File: config.mk
export PLATFORM = sky130hd
export DESIGN_NAME = wgr_front
export DESIGN_NICKNAME = d
export VERILOG_FILES = /design/src/wgr_pkg.sv /design/src/wgr_front.sv
export SDC_FILE = /design/constraint.sdc
export NUM_CORES = 1
export LEC_CHECK = 0
export ABC_AREA = 1
export BUFFER_PORTS_ARGS = -buffer_cell sky130_fd_sc_hd__buf_4
export CAP_MARGIN = 15
export CORE_AREA = 2 2 39 41
export DETAILED_ROUTE_END_ITERATION = 8
export DIE_AREA = 0 0 41 43
export MAX_ROUTING_LAYER = met4
export PLACE_DENSITY = 0.77
export SYNTH_ARGS = -nofsm -noshare
export SYNTH_HDL_FRONTEND = slang
export SYNTH_SLANG_ARGS = --single-unit
File: constraint.sdc
create_clock -name vclk -period 1.83
set_input_delay 0.183 -clock vclk [all_inputs]
set_output_delay 0.183 -clock vclk [all_outputs]
set_load 0.005 [all_outputs]
File: src/wgr_pkg.sv
// Shared types, constants and helper functions for the windowed glide ratio block.
// Has no dependencies; every other file of the block but wgr_ram imports it.
package wgr_pkg;

	localparam int RING_DEPTH = 256;
	localparam int RING_AW    = $clog2(RING_DEPTH);
	localparam int LEN_W      = RING_AW + 1;

	localparam int MODE_W    = 3;
	localparam int SDIST_W   = 16;
	localparam int DIST_W    = 8;
	localparam int ALT_W     = 16;
	localparam int TOTAL_W   = 15;
	localparam int DIVISOR_W = 16;
	localparam int RATIO_W   = 16;
	localparam int CNT_W     = $clog2(TOTAL_W + 1);

	localparam int DIST_MIN      = 3;
	localparam int DIST_MAX      = 150;
	localparam int RATIO_LIMIT   = 200;
	localparam int RATIO_INVALID = 999;

	// Mode register codes.
	localparam logic [MODE_W-1:0] MODE_LEN15  = 3'd0;
	localparam logic [MODE_W-1:0] MODE_LEN30  = 3'd1;
	localparam logic [MODE_W-1:0] MODE_LEN60  = 3'd2;
	localparam logic [MODE_W-1:0] MODE_LEN90  = 3'd3;
	localparam logic [MODE_W-1:0] MODE_LEN120 = 3'd4;
	localparam logic [MODE_W-1:0] MODE_LEN180 = 3'd5;

	typedef struct packed {
		logic        [SDIST_W-1:0] sample_distance;
		logic signed [ALT_W-1:0]   sample_altitude;
	} sample_t;

	typedef struct packed {
		logic signed [RATIO_W-1:0] glide_ratio;
		logic                      sample_accepted;
	} result_t;

	// One classified item as it waits between the front and the back.
	typedef struct packed {
		logic        [DIST_W-1:0] distance;
		logic signed [ALT_W-1:0]  altitude;
		logic                     accepted;
	} entry_t;

	// Window length in samples; the unused codes fall back to three samples.
	function automatic logic [LEN_W-1:0] window_len(input logic [MODE_W-1:0] mode);
		logic [LEN_W-1:0] len;
		unique case (mode)
			MODE_LEN15:  len = LEN_W'(15);
			MODE_LEN30:  len = LEN_W'(30);
			MODE_LEN60:  len = LEN_W'(60);
			MODE_LEN90:  len = LEN_W'(90);
			MODE_LEN120: len = LEN_W'(120);
			MODE_LEN180: len = LEN_W'(180);
			default:     len = LEN_W'(3);
		endcase
		return len;
	endfunction

endpackage

File: src/wgr_front.sv
// Front end: takes sample items and classifies the distance as accepted or not.
// Depends on wgr_pkg; feeds wgr_queue.
module wgr_front (
	input  logic              sample_valid,
	output logic              sample_stall,
	input  wgr_pkg::sample_t  sample,
	input  logic              queue_full,
	output logic              push,
	output wgr_pkg::entry_t   entry
);
	import wgr_pkg::*;

	logic in_range;

	assign in_range = (sample.sample_distance >= SDIST_W'(DIST_MIN))
		&& (sample.sample_distance <= SDIST_W'(DIST_MAX));

	assign sample_stall   = queue_full;
	assign push           = sample_valid && !queue_full;
	assign entry.distance = sample.sample_distance[DIST_W-1:0];
	assign entry.altitude = sample.sample_altitude;
	assign entry.accepted = in_range;

endmodule

Yosys cells after proc, flatten, opt, wreduce, memory -nomap -nowiden
Cells that the tools add are included.

Bits in registers: 0. Bits of input ports: 34. Word-level logic and storage cells: 5.

Order comparisons: 2. Reduce and logical (&&, ||, !) cells: 3.

Operators by type and width (number): $ge 16x2->1 const B (1); $le 16x8->1 const B (1); $logic_and 1x1->1 (2); $logic_not 1->1 (1).

Depth between registers and ports, before layout
Gate-level depths: netlist of the first run.

Depth after elaboration: 2. Mapped depth: 8.

Worst setup path before layout of the first run
No wires, ideal clock.

Path type: in2out. Start: input port sample[22] in the netlist's numbering. End: output port entry[0] in the netlist's numbering. Arrival: 664 ps. Required time: 1647 ps. Path slack: 983 ps. Cell stages on the path: 7. Buffers on the path: 1. Cell sequence: nor2_2 nand2_1 nor2_2 nor2_1 nand2_1 inv_1 buf_4.

Cells in the longest elaborated chain, start to end: 2. Elaborated cells on any way between the ends: 3. Those cells by class: order compare: 2; reduce/logical: 1.

RTL lines: start, declared (RTL line wgr_front.sv:6) `input wgr_pkg::sample_t sample,`; $ge 16x2->1 / $le 16x8->1 (equally long branches) (RTL line wgr_front.sv:15, wgr_front.sv:16); $logic_and 1x1->1 * (RTL line wgr_front.sv:16) `&& (sample.sample_distance <= SDIST_W'(DIST_MAX));`; end, declared (RTL line wgr_front.sv:9) `output wgr_pkg::entry_t entry`.

Mark *: on every way between the ends. The rest lies on a longest branch, timed or not.

==> results.sh, run 1 <==
export IMPL_status="finished, final reports clean"
export IMPL_vias=284
export IMPL_first_pass_iters=1
export IMPL_numPlacedInstances=76
export IMPL_die_area_sq_um=1760
export IMPL_worstHoldEndpoint="entry[5]"
export IMPL_drc_errors=0
export IMPL_slowest_delay_ps=140
export IMPL_grt_overflow_total=0
export IMPL_seq_cells=0
export IMPL_grt_max_degree=5
export IMPL_hp_class="input port to output port"
export IMPL_synth_area_sq_um=323
export IMPL_hpwl_um=561
export IMPL_io_pin_count=61
export IMPL_wl_per_cell_um=7.99
export IMPL_regArea_sq_um=0
export IMPL_coreArea_sq_um=1380
export IMPL_cts_resized=0
export IMPL_grt_pass1_wl_um=793
export IMPL_cp_cell_sequence="buf_4, nor2_2, nand2_1, nor2_2, nor2_1, nand2_1, inv_1, buf_4"
export IMPL_hold_viol=0
export IMPL_die_x_um=41
export IMPL_place_port_buffers=29
export IMPL_die_h_um=43
export IMPL_finalSetupTns_ps=0
export IMPL_synth_top_cell_by_area="buf_4"
export IMPL_maxSlewHeadroom=0.903
export IMPL_clock_buffer_count=0
export IMPL_antenna_found_initial=0
export IMPL_worstSetupPathType="input port to output port"
export IMPL_post_route_period_util=0.560
export IMPL_grt_pass1_vias=238
export IMPL_postSynthNetCount=91
export IMPL_cts_hold_buf=0
export IMPL_ys_seq_area_frac=0
export IMPL_syn_inst=57
export IMPL_gp_congestion=0.545
export IMPL_multi_input_area_sq_um=90.1
export IMPL_final_cell_mix="buf_4, nand2_1, inv_1"
export IMPL_pre_cts_slack_ps=790
export IMPL_rows=14
export IMPL_synthTopCellsByArea="buf_4, inv_1, nand2_1"
export IMPL_post_cts_buffers=0
export IMPL_crit_fanout=3
export IMPL_min_delay_path_depth=0
export IMPL_yosysWarnings=0
export IMPL_critPathLaunchType="input port"
export IMPL_crit_slowest_cell="nor2_2"
export IMPL_place_area_sq_um=365
export IMPL_fmax_ghz=0.977
export IMPL_synth_top_area_share=0.605
export IMPL_vias_per_cell=3.74
export IMPL_leakagePower_nw=0.234
export IMPL_diodes=0
export IMPL_grtUsageTotal=0.0594
export IMPL_vdd_drop_max_mv=0.0459
export IMPL_start_util=0.233
export IMPL_setup_ws_ps=806
export IMPL_drive_gt1_frac=0.517
export IMPL_worstPathRequired_ps=1650
export IMPL_pwr_density_cell_nw_per_um2=180
export IMPL_synth_cell_type_count=8
export IMPL_worst_pin_slew_ps=144
export IMPL_slew_violations=0
export IMPL_cap_violations=0
export IMPL_final_common_cell="buf_4"
export IMPL_ant_nets=0
export IMPL_worstHoldStart="sample[4]"
export IMPL_grt_setup_unrepaired="no"
export IMPL_nets=96
export IMPL_drtIter0Drc=0
export IMPL_wl_um=607
export IMPL_period_needed_ps=1020
export IMPL_setup_violations_final=0
export IMPL_fin_cells=76
export IMPL_fillers=158
export IMPL_endpoint_kind="output port"
export IMPL_design_area_sq_um=365
export IMPL_arrival_ps=840
export IMPL_syn_area_per_cell_sq_um=5.66
export IMPL_hold_ws_ps=366
export IMPL_syn2layout_area_growth_pct=13.2
[stage by stage]
step                      total power [mW]   util
after CTS                           0.0667  0.264
after global routing                0.0743  0.264
after detailed placement            0.0666  0.264
after global placement              0.0647  0.264
after floorplan                     0.0575      -
final                               0.0656  0.264
[cells in the mapped netlist]
cell and count:
buf_4 26, inv_1 10, nand2_1 10, nor2_1 6
nor2_2 2, nand3_1 1, nand3b_1 1, o21ai_0 1
[routing by layer]
metal / global-route usage / part of all wire
met3: 0 / 0.21
met1: 0.0570 / 0.28
met5: - / 0
met4: 0.0267 / 0.044
met2: 0.113 / 0.46
[worst max-delay path, delay by kind of cell]
family        cells  cell delay [ps]
simple gates      5              400
buf+inv           3              280
[how the worst max path moves through the flow]
| stage | start | endpoint | slack [ps] | cells past startpoint |
|---|---|---|---|---|
| after floorplan | sample[22] | entry[0] | 980 | 7 |
| after global placement | sample[22] | entry[0] | 800 | 8 |
| after detailed placement | sample[22] | entry[0] | 790 | 8 |
| after CTS | sample[22] | entry[0] | 790 | 8 |
| after global routing | sample[18] | entry[0] | 730 | 7 |
| final | sample[22] | entry[0] | 810 | 8 |
[cell type report]
class | instances | share of cell area
multi-input combinational | 21 | 0.247
inverter | 10 | 0.103
timing repair buffer | 29 | 0.596
tap | 16 | 0.0548
[power breakdown]
part | switching (mW) | leakage (nW) | internal [mW]
Clock | 0 | 0 | 0
Combinational | 0.0221 | 0.234 | 0.0435
Sequential | 0 | 0 | 0
Total | 0.0221 | 0.234 | 0.0435
[kinds of logic after synthesis]
logic type | share of synthesized area
buf+inv | 0.721
simple gates | 0.264
compound gates | 0.0155
No activity file was read; power rests on OpenSTA's default activity.
==> run 2: changes to the inputs <==
--- a/config.mk
+++ b/config.mk
@@ -12,7 +12,7 @@
 export DETAILED_ROUTE_END_ITERATION = 8
 export DIE_AREA = 0 0 41 43
 export MAX_ROUTING_LAYER = met4
-export PLACE_DENSITY = 0.77
+export PLACE_DENSITY = 0.8
 export SYNTH_ARGS = -nofsm -noshare
 export SYNTH_HDL_FRONTEND = slang
 export SYNTH_SLANG_ARGS = --single-unit
==> constraint.sdc (replaced) <==
create_clock -name vclk -period 0.85
set_input_delay 0.085 -clock vclk [all_inputs]
set_output_delay 0.085 -clock vclk [all_outputs]
set_load 0.005 [all_outputs]
==> results.sh, run 2 (synthesis gave the netlist of run 1 again) <==
export IMPL_status="finished, final reports clean"
export IMPL_io_pin_count=61
export IMPL_dr_wl_met2_um=350
export IMPL_finalSetupTns_ps=0
export IMPL_ant_nets=0
export IMPL_slew_violations=0
export IMPL_wl_per_cell_um=8.37
export IMPL_period_needed_ps=814
export IMPL_gp_congestion=0.570
export IMPL_grt_max_degree=5
export IMPL_cap_violations=0
export IMPL_grt_overflow_total=0
export IMPL_post_route_period_util=0.958
export IMPL_final_common_cell="buf_4"
export IMPL_vdd_drop_max_mv=0.121
export IMPL_endpoint_kind="output port"
export IMPL_grt_pass1_wl_um=793
export IMPL_maxUsedRoutingLayer="met4"
export IMPL_dr_wl_met3_um=104
export IMPL_final_core_util=0.288
export IMPL_fmax_ghz=1.23
export IMPL_first_pass_iters=4
export IMPL_antenna_found_initial=0
export IMPL_die_x_um=41
export IMPL_final_cell_mix="buf_4, nand2_1, inv_2"
export IMPL_regArea_sq_um=0
export IMPL_die_h_um=43
export IMPL_arrival_ps=730
export IMPL_fillers=165
export IMPL_grt_setup_unrepaired="yes"
export IMPL_leakagePower_nw=0.232
export IMPL_fin_cells=76
export IMPL_drc_errors=0
export IMPL_grtUsageTotal=0.0614
export IMPL_crit_fanout=3
export IMPL_crit_slowest_cell="buf_4"
export IMPL_drive_gt1_frac=0.683
export IMPL_hold_viol=0
export IMPL_grt_pass1_vias=242
export IMPL_worstHoldStart="sample[12]"
export IMPL_die_area_sq_um=1760
export IMPL_place_port_buffers=29
export IMPL_wl_met1_um=150
export IMPL_crit_buf_inv=3
export IMPL_diodes=0
export IMPL_maxSlewHeadroom=0.907
export IMPL_numPlacedInstances=76
export IMPL_cp_common_cell="nand2_1"
export IMPL_startpoint="sample[22]"
export IMPL_seq_cells=0
export IMPL_cp_cell_sequence="buf_4, nor2_4, nand2_1, nor2_2, nor2_1, nand2_1, inv_1, buf_6"
export IMPL_worst_pin_slew_ps=138
export IMPL_drtIter0Drc=1
export IMPL_vias=302
export IMPL_multi_input_area_sq_um=100
export IMPL_vias_per_cell=3.97
export IMPL_setup_ws_ps=35.7
export IMPL_slowest_delay_ps=120
export IMPL_setup_violations_final=0
export IMPL_pre_cts_slack_ps=15.7
export IMPL_critPathLaunchType="input port"
export IMPL_cp_top_family="simple AND/OR/NAND/NOR gates"
export IMPL_worstSetupPathType="input port to output port"
export IMPL_post_cts_buffers=0
export IMPL_coreArea_sq_um=1380
export IMPL_start_util=0.233
export IMPL_worstPathRequired_ps=760
export IMPL_clock_buffer_count=0
export IMPL_hpwl_um=545
export IMPL_nets=96
export IMPL_hp_class="input port to output port"
export IMPL_pwr_density_cell_nw_per_um2=402
export IMPL_rows=14
export IMPL_wl_um=636
export IMPL_syn2layout_area_growth_pct=23.3
==> run 2: cell counts in the layout (fill, tap and decap cells not counted) <==
Identical to the previous run, type by type.
==> run 2: where the power goes <==
part           total [mW]  internal (mW)  switching [mW]
logic               0.160          0.105          0.0553
clock network           0              0               0
registers               0              0               0
total               0.160          0.105          0.0553
==> run 2: final timing paths <==
path,slack [ps],to,cells after the start
setup / recovery,40,entry[0],8
hold / removal,170,entry[13],0
==> run 2: layout make-up <==
class	count	area share
inverters	10	0.0943
multi-input cells	21	0.252
well taps	16	0.0503
repair buffers	29	0.604
==> run 2: routing by layer <==
layer / vias to the layer above / track usage
li1: 144 / -
met3: 6 / 0
met5: - / -
met1: 125 / 0.0411
met2: 27 / 0.134
met4: 0 / 0.0267
==> run 2: per-stage QoR <==
stage | area (sq um) | hold WS (ps) | power, mW
final | 398 | 170 | 0.160
after global routing | 398 | 170 | 0.181
after CTS | 365 | 170 | 0.143
after detailed placement | 365 | 170 | 0.143
after global placement | 365 | 170 | 0.139
after floorplan | 323 | 201 | 0.124
==> run 2: repair_timing <==
action                                  in CTS  in global routing
gates resized for setup                      0                 17
endpoints found under the setup margin       0                  1
hold buffers                                 0                  0
