$ cat src/wgr_pkg.sv
// Shared types, constants and helper functions for the windowed glide ratio block.
// Has no dependencies; every other file of the block but wgr_ram imports it.
package wgr_pkg;

	localparam int RING_DEPTH = 256;
	localparam int RING_AW    = $clog2(RING_DEPTH);
	localparam int LEN_W      = RING_AW + 1;

	localparam int MODE_W    = 3;
	localparam int SDIST_W   = 16;
	localparam int DIST_W    = 8;
	localparam int ALT_W     = 16;
	localparam int TOTAL_W   = 15;
	localparam int DIVISOR_W = 16;
	localparam int RATIO_W   = 16;
	localparam int CNT_W     = $clog2(TOTAL_W + 1);

	localparam int DIST_MIN      = 3;
	localparam int DIST_MAX      = 150;
	localparam int RATIO_LIMIT   = 200;
	localparam int RATIO_INVALID = 999;

	// Mode register codes.
	localparam logic [MODE_W-1:0] MODE_LEN15  = 3'd0;
	localparam logic [MODE_W-1:0] MODE_LEN30  = 3'd1;
	localparam logic [MODE_W-1:0] MODE_LEN60  = 3'd2;
	localparam logic [MODE_W-1:0] MODE_LEN90  = 3'd3;
	localparam logic [MODE_W-1:0] MODE_LEN120 = 3'd4;
	localparam logic [MODE_W-1:0] MODE_LEN180 = 3'd5;

	typedef struct packed {
		logic        [SDIST_W-1:0] sample_distance;
		logic signed [ALT_W-1:0]   sample_altitude;
	} sample_t;

	typedef struct packed {
		logic signed [RATIO_W-1:0] glide_ratio;
		logic                      sample_accepted;
	} result_t;

	// One classified item as it waits between the front and the back.
	typedef struct packed {
		logic        [DIST_W-1:0] distance;
		logic signed [ALT_W-1:0]  altitude;
		logic                     accepted;
	} entry_t;

	// Window length in samples; the unused codes fall back to three samples.
	function automatic logic [LEN_W-1:0] window_len(input logic [MODE_W-1:0] mode);
		logic [LEN_W-1:0] len;
		unique case (mode)
			MODE_LEN15:  len = LEN_W'(15);
			MODE_LEN30:  len = LEN_W'(30);
			MODE_LEN60:  len = LEN_W'(60);
			MODE_LEN90:  len = LEN_W'(90);
			MODE_LEN120: len = LEN_W'(120);
			MODE_LEN180: len = LEN_W'(180);
			default:     len = LEN_W'(3);
		endcase
		return len;
	endfunction

endpackage

$ cat src/wgr_queue.sv
// Two-entry queue between the front end and the back end.
// Depends on wgr_pkg.
module wgr_queue (
	input  logic             clk,
	input  logic             arst_n,
	input  logic             push,
	input  wgr_pkg::entry_t  push_entry,
	output logic             full,
	input  logic             pop,
	output logic             empty,
	output wgr_pkg::entry_t  head
);
	import wgr_pkg::*;

	entry_t      slot_q [2];
	logic        wr_q;
	logic        rd_q;
	logic [1:0]  count_q;

	assign full  = count_q == 2'd2;
	assign empty = count_q == 2'd0;
	assign head  = slot_q[rd_q];

	always_ff @(posedge clk or negedge arst_n) begin
		if (!arst_n) begin
			wr_q    <= 1'b0;
			rd_q    <= 1'b0;
			count_q <= 2'd0;
		end else begin
			if (push) begin
				wr_q <= ~wr_q;
			end
			if (pop) begin
				rd_q <= ~rd_q;
			end
			unique case ({push, pop})
				2'b10:   count_q <= count_q + 2'd1;
				2'b01:   count_q <= count_q - 2'd1;
				default: count_q <= count_q;
			endcase
		end
	end

	always_ff @(posedge clk) begin
		if (push) begin
			slot_q[wr_q] <= push_entry;
		end
	end

endmodule

$ cat config.mk
export PLATFORM = sky130hd
export DESIGN_NAME = wgr_queue
export DESIGN_NICKNAME = d
export VERILOG_FILES = /design/src/wgr_pkg.sv /design/src/wgr_queue.sv
export SDC_FILE = /design/constraint.sdc
export NUM_CORES = 1
export LEC_CHECK = 0
export ABC_AREA = 1
export BUFFER_PORTS_ARGS = -buffer_cell sky130_fd_sc_hd__buf_2
export CAP_MARGIN = 30
export CORE_MARGIN = 2
export CORE_UTILIZATION = 58
export CTS_BUF_LIST = sky130_fd_sc_hd__clkbuf_8
export CTS_CLUSTER_DIAMETER = 200
export DETAILED_ROUTE_END_ITERATION = 7
export HOLD_SLACK_MARGIN = 0.12
export PLACE_DENSITY = 0.88
export SLEW_MARGIN = 20
export SYNTH_ARGS = -nofsm -noshare
export SYNTH_HDL_FRONTEND = slang
export SYNTH_SLANG_ARGS = --single-unit
$ cat constraint.sdc
create_clock -name clk -period 3.8 [get_ports clk]
set_input_delay 0.38 -clock clk [delete_from_list [all_inputs] [get_ports clk]]
set_output_delay 0.38 -clock clk [all_outputs]
set_load 0.05 [all_outputs]
=== Word level (Yosys, flattened, before mapping) ===
Memory sizes are Yosys's and may differ from the RTL's.
Index checks and enable logic that the tools add are counted.

* ROM bits: 0
* Input bits: 29
* Bits in latches: 0
* Memory bits (writable): 50
* Memories kept: 1
* Word-level logic and storage cells: 16
* Flip-flop bits (word level): 4
* Output and inout port bits: 27

{| class="wikitable"
|+ Memory list
! memory !! words !! width !! rd ports !! clocked after Yosys merged registers in !! write ports !! line !! text
|-
| slot_q || 2 || 25 || 1 || 0 || 1 || wgr_queue.sv:15 || <nowiki>entry_t slot_q [2];</nowiki>
|}

* Shifts and indexed selects: 0
* Add/subtract/negate cells: 2
* Bitwise gates (word level): 2
* Equality and inequality tests: 3
* Mux-type cells: 3
* Order comparisons: 0
* Divide/modulo/power cells: 0
* Multiply operators: 0
* Reductions and logical operators: 2

{| class="wikitable"
|+ Operators with widths
! kind !! count
|-
| $eq A2 B2 Y1 const B || 2
|-
| $pmux W2 S2 || 1
|-
| $add A2 B1 Y2 const B || 1
|-
| $eq A2 B1 Y1 const B || 1
|-
| $logic_not A2 Y1 || 1
|-
| $mux W1 || 2
|-
| $not A1 Y1 || 2
|-
| $reduce_bool A2 Y1 || 1
|-
| $sub A2 B1 Y2 const B || 1
|}

=== Logic depth before layout (Yosys ltp) ===
Gate-level depths: netlist (run 1).

* Depth in word-level cells: 2
* Depth in mapped cells: 7
* Mapped depth without buffers: 7

=== Worst setup path before layout (run 1) ===
OpenSTA, ideal clock, no wires.

* Kind: input to register
* Start point: in push
* End point: mem slot_q[0][0] in the netlist's numbering, enable pin
* Stages on the path: 2
* Arrival time: 1.492 ns
* Required time: 3.393 ns
* Path slack: 1.901 ns
* Setup time: 0.407 ns
* Path buffers: 0
* Path through: inv_1 -> nor2_1

* Cells in the longest elaborated chain, start to end: 2

{| class="wikitable"
|+ RTL lines
! item !! line !! text
|-
| start: declaration || wgr_queue.sv:6 || <nowiki>input logic push,</nowiki>
|-
| $mux W1 || wgr_queue.sv:45 || <nowiki>if (push) begin</nowiki>
|-
| $mux W1 (implied by the code) || wgr_queue.sv:46 || <nowiki>slot_q[wr_q] <= push_entry;</nowiki>
|-
| end: declaration || wgr_queue.sv:15 ||
|}

No other way between the ends.

==> summary.txt, run 1 <==
Placed design
  • GPL Wtd Cong: 0.701
  • HPWL after DPL: 2.34 mm
  • Port Buffers: 55
  • Dpl ws: 2.01 ns

Power and ir drop
  • Power Density: 861 nW/µm²
  • Peak supply drop: 0.602 mV
  • Leakage power: 0.00114 µW

Synth
  • Synth area leaders: edfxtp_1, o21ai_2, inv_1, nand2_1, dfrtp_1
  • Share of the synthesized area in the top cell type: 68.1%
  • Synth warn: 0
  • Synth unique cells: 13
  • Seq/Total Area, Yosys: 72.6%
  • Mean Syn Cell Area: 14.2 µm²
  • Area leader, netlist: edfxtp_1
  • Post-synth net total: 185
  • Flops & latches, synth: 54
  • Post-Syn Area: 2200 µm²
  • Cells after Synth: 155

Clock network
  • Worst skew pair latency: 0.30 ns
  • CTS Sinks: 54
  • CTS tree: built
  • CTS root buf: clkbuf_8
  • CTS Buffer Depth: 2
  • Worst-path clk slew: 0.09 ns
  • CTS H-tree lvls: 2
  • Post-CTS setup buffers: 0
  • TritonCTS Buffers: 5

Global route
  • Gr busiest metal: met2
  • Met2 GRT Util: 30.3%
  • Initial antenna violation count: 0
  • GRT Total Usage: 16.7%
  • Total grt overflow: 0
  • Pin count of the biggest net entering global routing: 29
  • Met1 GRT Util: 17.1%
  • Met3 Resource Use GR: 5.82%
  • First-pass GRT wire length: 5.15 mm
  • Vias in the first global route: 1245

Drt
  • Initial DRC Count: 27
  • DR vias: 1254
  • Number of vias per cell: 4.75
  • Drt pass-1 iters: 4
  • Routed wire per std cell: 11.8 µm
  • Final WL: 3.12 mm
  • Number of nets with antenna violations after routing: 0
  • Drc violations: 0

STA
  • Relative slew slack: 60.7%
  • FMAX: 477 MHz
  • Final min period: 2.10 ns
  • Slack of the critical path: 1.70 ns
  • Setup repair after global routing missed its margin: no
  • Final setup skew: 0.00536 ns
  • Measured slew at the worst slew-check pin: 0.589 ns
  • Setup_tns: 0 ns
  • Final Cycle Share: 55.2%
  • Hold Slack: 0.260 ns
  • Fin. Hold Viols: 0
  • Slew Viols, Final: 0
  • Final setup fails: 0

Layout
  • Area grow syn2layout: 17.6%
  • Diodes inserted: 0
  • Most common cell after layout, fill and taps aside: buf_2
  • Final Net Count: 245
  • Commonest cells after routing, fill and taps aside: buf_2, edfxtp_1, inv_1
  • Share of post-route cells with drive strength above 1: 43.1%

Setup path
  • Req. time, crit path: 3.42 ns
  • R2R Path Start: wr_q$_DFFE_PN0P_
  • Worst endpoint data arrival time: 1.72 ns
  • R2R cell count: 2
  • Critical Path Sink Type: primary output
  • Startpoint type of the worst setup path: flip-flop
  • Critical setup path kind: reg2out
  • RR Endpoint: slot_q[0][21]$_DFFE_PP_
  • Critical Path Fanout Max: 28
  • Setup slack, reg-to-reg: 2.25 ns

Floorplan
  • CORE AREA: 3660 µm²
  • Die X: 65.7 µm
  • IO Pins: 56
  • Starting Density: 60.2%
  • Die area: 4310 µm²
  • Die height: 65.7 µm
  • # rows: 22

Hold path
  • Worst Hold Depth: 1
  • Hold Path Class: in2reg
  • Hold EP: slot_q[1][20]$_DFFE_PP_
  • Worst Hold Launch: push_entry[20]

Job
  • Max Cap Viol: 0

Run status
  • Status: finished clean
==> layout make-up <==
cell class                      instances  area (µm²)
Clock inverter                          3        21.3
Tap cell                               48        60.1
Inverter                               31         116
Sequential cell                        54        1600
Clock buffer                            5        68.8
Fill cell                             267        1070
Timing Repair Buffer                   59         328
Multi-Input combinational cell         64         395
==> metrics by stage <==
stage | utilization, % | cell area [µm²] | instances | power [µW]
global placement | 67.1 | 2460 | 253 | 1910
floorplan | - | 2200 | 155 | 1810
global route | 70.8 | 2590 | 264 | 2360
CTS | 70.4 | 2580 | 263 | 2250
finish | 70.8 | 2590 | 264 | 2230
detailed placement | 67.7 | 2480 | 254 | 1960
==> sequential cells by signal (all words and copies together) (netlist names) <==
| signal | cells |
|---|---|
| slot_q | 50 |
| rd_q | 1 |
| wr_q | 1 |
| count_q | 2 |
==> cell families after synthesis <==
group	share of synthesized area [%]
AOI/OAI and AO/OA	9.93
xor gates and xnor gates	1.19
adders and majority gates	0.567
buffers and inverters	9.53
DFF	72.6
and+or+nand+nor	6.13
==> what timing repair did <==
item	in CTS	in global routing
gates resized for setup	0	0
hold endpoints to repair	4	0
hold buffers	1	0
==> how the worst max path moves through the flow <==
stage | startpoint | endpoint | slack [ns] | cells after the start
floorplan | push | slot_q[0][0]$_DFFE_PP_ | 1.90 | 2
global placement | rd_q$_DFFE_PN0P_ | head[20] | 1.81 | 3
detailed placement | rd_q$_DFFE_PN0P_ | head[16] | 2.01 | 4
CTS | rd_q$_DFFE_PN0P_ | head[16] | 1.67 | 4
global route | rd_q$_DFFE_PN0P_ | head[10] | 1.55 | 4
finish | rd_q$_DFFE_PN0P_ | head[11] | 1.70 | 4
==> routing by layer <==
layer	share of wire, %	wire length (µm)
met3	4.6	144
met2	57	1760
met5	0	0
met4	1.4	44
met1	37	1170
==> critical path, stage by stage, from the launching register on <==
cell and delay [ns]:
dfrtp_2 0.72, buf_12 0.26, nand2_1 0.09, o21ai_2 0.07, buf_2 0.28
==> power by group <==
part / internal, µW / switching [µW]
registers: 793 / 88.1
logic: 256 / 799
clock network: 129 / 169
total: 1180 / 1060
==> cell usage after synthesis <==
| cell | n |
|---|---|
| nor2_1 | 3 |
| inv_1 | 31 |
| buf_12 | 3 |
| nand3_1 | 1 |
| ha_1 | 1 |
| dfrtp_1 | 4 |
| nand2_1 | 30 |
| xnor2_1 | 1 |
| buf_6 | 3 |
| nand4_1 | 1 |
| xor2_1 | 2 |
| o21ai_2 | 25 |
| edfxtp_1 | 50 |
Power figures use the tool's default switching activity.
==> run 2: changes to the inputs <==
Settings changed: ABC_AREA 1 to 0, CORE_UTILIZATION 58 to 48, PLACE_DENSITY 0.88 to 0.79.
Clock period 3.8 ns to 1.7 ns, I/O delays scaled along.
==> run 2 against run 1 <==
  * Sequential share of layout area shrank 5.2 points
  * Non-clock buffer count grew 30
  * Combinational power grew 120%
  * Sequential power grew 110%
  * First-iteration DRC count grew to 2.8 times the previous value
  * Via count shrank 10%
==> summary.txt, run 2 <==
Layout
  • Area grow syn2layout: 35.3%
  • Most common cell after layout, fill and taps aside: buf_2
  • Commonest cells after routing, fill and taps aside: buf_2, edfxtp_1, dlygate4sd3_1
  • Biggest register: slot_q
  • Largest register FFs: 50 (unchanged)
  • Diodes inserted: 0 (unchanged)
  • Share of post-route cells with drive strength above 1: 50.0% (+6.9 points)
  • Final Net Count: 217 (-11%)
  • Largest registers: slot_q (50), count_q (2)

Setup path
  • CP max stage delay: 0.39 ns (-0.33 ns)
  • Startpoint type of the worst setup path: flip-flop
  • Critical Path Sink Type: primary output
  • CP cell instances: buf_4, mux2_4, buf_2
  • Critical Path Fanout Max: 9 (-68%)
  • Critical setup path kind: reg2out
  • R2R cell count: 2 (unchanged)
  • Req. time, crit path: 1.53 ns (-1.89 ns)
  • Slowest CP cell: dfrtp_1
  • Setup slack, reg-to-reg: 0.52 ns (-1.73 ns)
  • Worst endpoint data arrival time: 1.45 ns (-0.27 ns)
  • R2R Path Start: wr_q$_DFFE_PN0P_
  • RR Endpoint: slot_q[0][12]$_DFFE_PP_

STA
  • Hold Slack: 0.211 ns (-0.0487 ns)
  • Setup repair after global routing missed its margin: no
  • Final setup skew: 0.00207 ns (-0.00329 ns)
  • Setup_tns: 0 ns (unchanged)
  • Final Cycle Share: 95.5%
  • Fin. Hold Viols: 0 (unchanged)
  • FMAX: 616 MHz
  • Measured slew at the worst slew-check pin: 0.257 ns (-0.332 ns)
  • Slew Viols, Final: 0 (unchanged)
  • Relative slew slack: 82.9% (+22 points)
  • Final min period: 1.62 ns
  • Final setup fails: 0 (unchanged)

Floorplan
  • Die height: 70.0 µm (+6.6%)
  • # rows: 23 (+4.5%)
  • IO Pins: 56 (unchanged)
  • CORE AREA: 4090 µm² (+12%)
  • Starting Density: 51.1% (-9.1 points)
  • Die area: 4900 µm² (+14%)
  • Die X: 70.0 µm (+6.6%)

Global route
  • Pin count of the biggest net entering global routing: 19 (-34%)
  • Initial antenna violation count: 0 (unchanged)
  • First-pass GRT wire length: 5.65 mm (+9.6%)
  • Total grt overflow: 0 (unchanged)
  • Met3 Resource Use GR: 4.47% (-1.3 points)
  • Gr busiest metal: met2
  • Vias in the first global route: 1261 (+1.3%)
  • Met1 GRT Util: 16.7% (-0.36 points)
  • Met2 GRT Util: 28.7% (-1.6 points)
  • GRT Total Usage: 15.1% (-1.6 points)

Power and ir drop
  • Sw frac: 40.0% (-7.3 points)
  • P_int: 2980 µW (+150%)
  • Power Density: 1760 nW/µm² (+100%)
  • Reg power frac: 37.9% (-1.5 points)
  • Peak supply drop: 1.28 mV (+110%)
  • Power, Total: 4970 µW (+120%)
  • Logic gate share of total power: 45.6% (-1.6 points)
  • Reported net switching power: 1980 µW (+88%)
  • Clock Power Share: 16.5% (+3.2 points)
  • Leakage power: 0.00116 µW (+2.2%)

Synth
  • Flops & latches, synth: 54 (unchanged)
  • Top cells by count, synth: edfxtp_1, mux2_4, mux2_2
  • Most used DFF post-synth: edfxtp_1
  • Synth warn: 0 (unchanged)
  • Post-Syn Area: 2090 µm² (-5.2%)
  • Asr flop ratio synth: 7.41% (unchanged)
  • Synth area leaders: edfxtp_1, mux2_4, dfrtp_1, mux2_2, buf_12
  • Cell with the most instances after synthesis: edfxtp_1
  • Share of the synthesized area in the top cell type: 71.9% (+3.8 points)
  • Seq/Total Area, Yosys: 76.6% (+4.0 points)
  • Cells after Synth: 94 (-39%)
  • Synth unique cells: 13 (unchanged)
  • Mean Syn Cell Area: 22.2 µm² (+56%)
  • Post-synth EDFFs: 50 (unchanged)
  • Post-synth net total: 124 (-33%)
  • Area leader, netlist: edfxtp_1

Placed design
  • GPL Wtd Cong: 0.693 (-1.2%)
  • Port Buffers: 55 (unchanged)
  • HPWL after DPL: 2.26 mm (-3.4%)

Drt
  • Drc violations: 0 (unchanged)
  • Routed wire per std cell: 14.7 µm (+25%)
  • Number of nets with antenna violations after routing: 0 (unchanged)
  • Final WL: 3.51 mm (+13%)
  • Initial DRC Count: 75 (+180%)
  • DR vias: 1127 (-10%)
  • Drt pass-1 iters: 4 (unchanged)
  • Number of vias per cell: 4.74 (-0.31%)

Clock network
  • CTS root buf: clkbuf_8
  • Cts hold-fix bufs: 28 (+27)
  • TritonCTS Buffers: 5 (unchanged)
  • CTS Sinks: 54 (unchanged)
  • CTS Buffer Depth: 2 (unchanged)
  • Resize count post-CTS: 0 (unchanged)
  • Worst skew pair latency: 0.29 ns (about the same)
  • Worst-path clk slew: 0.09 ns (about the same)
  • Post-CTS setup buffers: 0 (unchanged)
  • CTS tree: built
  • CTS H-tree lvls: 2 (unchanged)

Hold path
  • Hold Path Class: in2async

Job
  • Max Cap Viol: 0 (unchanged)

Run status
  • Status: finished clean
run 2: changes by cell type after synthesis:
cell     change
and2_1       +1
xor2_1       +1
nor2b_1      +1
nand4_1      -1
nand2_1     -30
buf_6        -2
xnor2_1      +1
inv_1       -30
buf_12       -1
nand3_1      -1
mux2_4      +19
mux2_2       +6
o21ai_2     -25
run 2: stage by stage:
stage          util, %  cells  worst slack [ns]  instance area, µm²
5_1_grt           69.2    238            0.0166                2830
3_5_place_dp      59.6    202             0.391                2440
3_3_place_gp      59.6    202             0.415                2440
6_report          69.2    238            0.0763                2830
2_1_floorplan        -     94             0.225                2090
4_1_cts           69.2    238            0.0592                2830
run 2: cell families after synthesis:
logic type	share of synthesized area, %
simple gates	1.14
flops	76.6
fa+ha+maj	0.599
xor+xnor	2.10
buf+inv	2.63
mux	16.9
run 2: cell type report:
type / instances / area (µm²)
clock inverters: 3 / 41.3
inverters: 1 / 3.75
clock buffers: 5 / 68.8
fillers: 288 / 1260
flip-flops and latches: 54 / 1600
multi-input cells: 36 / 435
well taps: 50 / 62.6
repair buffers: 89 / 613
run 2: worst max-delay path by stage:
stage	start	to	cells past startpoint
floorplan	wr_q$_DFFE_PN0P_	slot_q[0][0]$_DFFE_PP_	1
global placement	rd_q$_DFFE_PN0P_	head[17]	3
detailed placement	rd_q$_DFFE_PN0P_	head[21]	3
CTS	rd_q$_DFFE_PN0P_	head[21]	3
global route	rd_q$_DFFE_PN0P_	head[19]	3
finish	rd_q$_DFFE_PN0P_	head[21]	3
run 2: layer usage:
metal / wire, µm / share of wire, % / up-vias
met3: 193 / 5.5 / 2
met2: 1910 / 54 / 41
li1: - / - / 542
met4: 17 / 0.48 / 0
met1: 1390 / 40 / 542
met5: 0 / 0 / -
run 2: power by group through the flow:
stage / sequential, µW / combinational [µW] / clock [µW]
after floorplan: 1880 / 1880 / 0
after global placement: 1890 / 2200 / 0
after detailed placement: 1910 / 2230 / 0
after CTS: 1880 / 2280 / 837
after global routing: 1910 / 2370 / 892
final: 1880 / 2270 / 819
run 2: critical path, delay by kind of cell (launching register included):
family,cells,cell delay (ns)
flops,1,0.39
mux,1,0.32
buf+inv,2,0.45
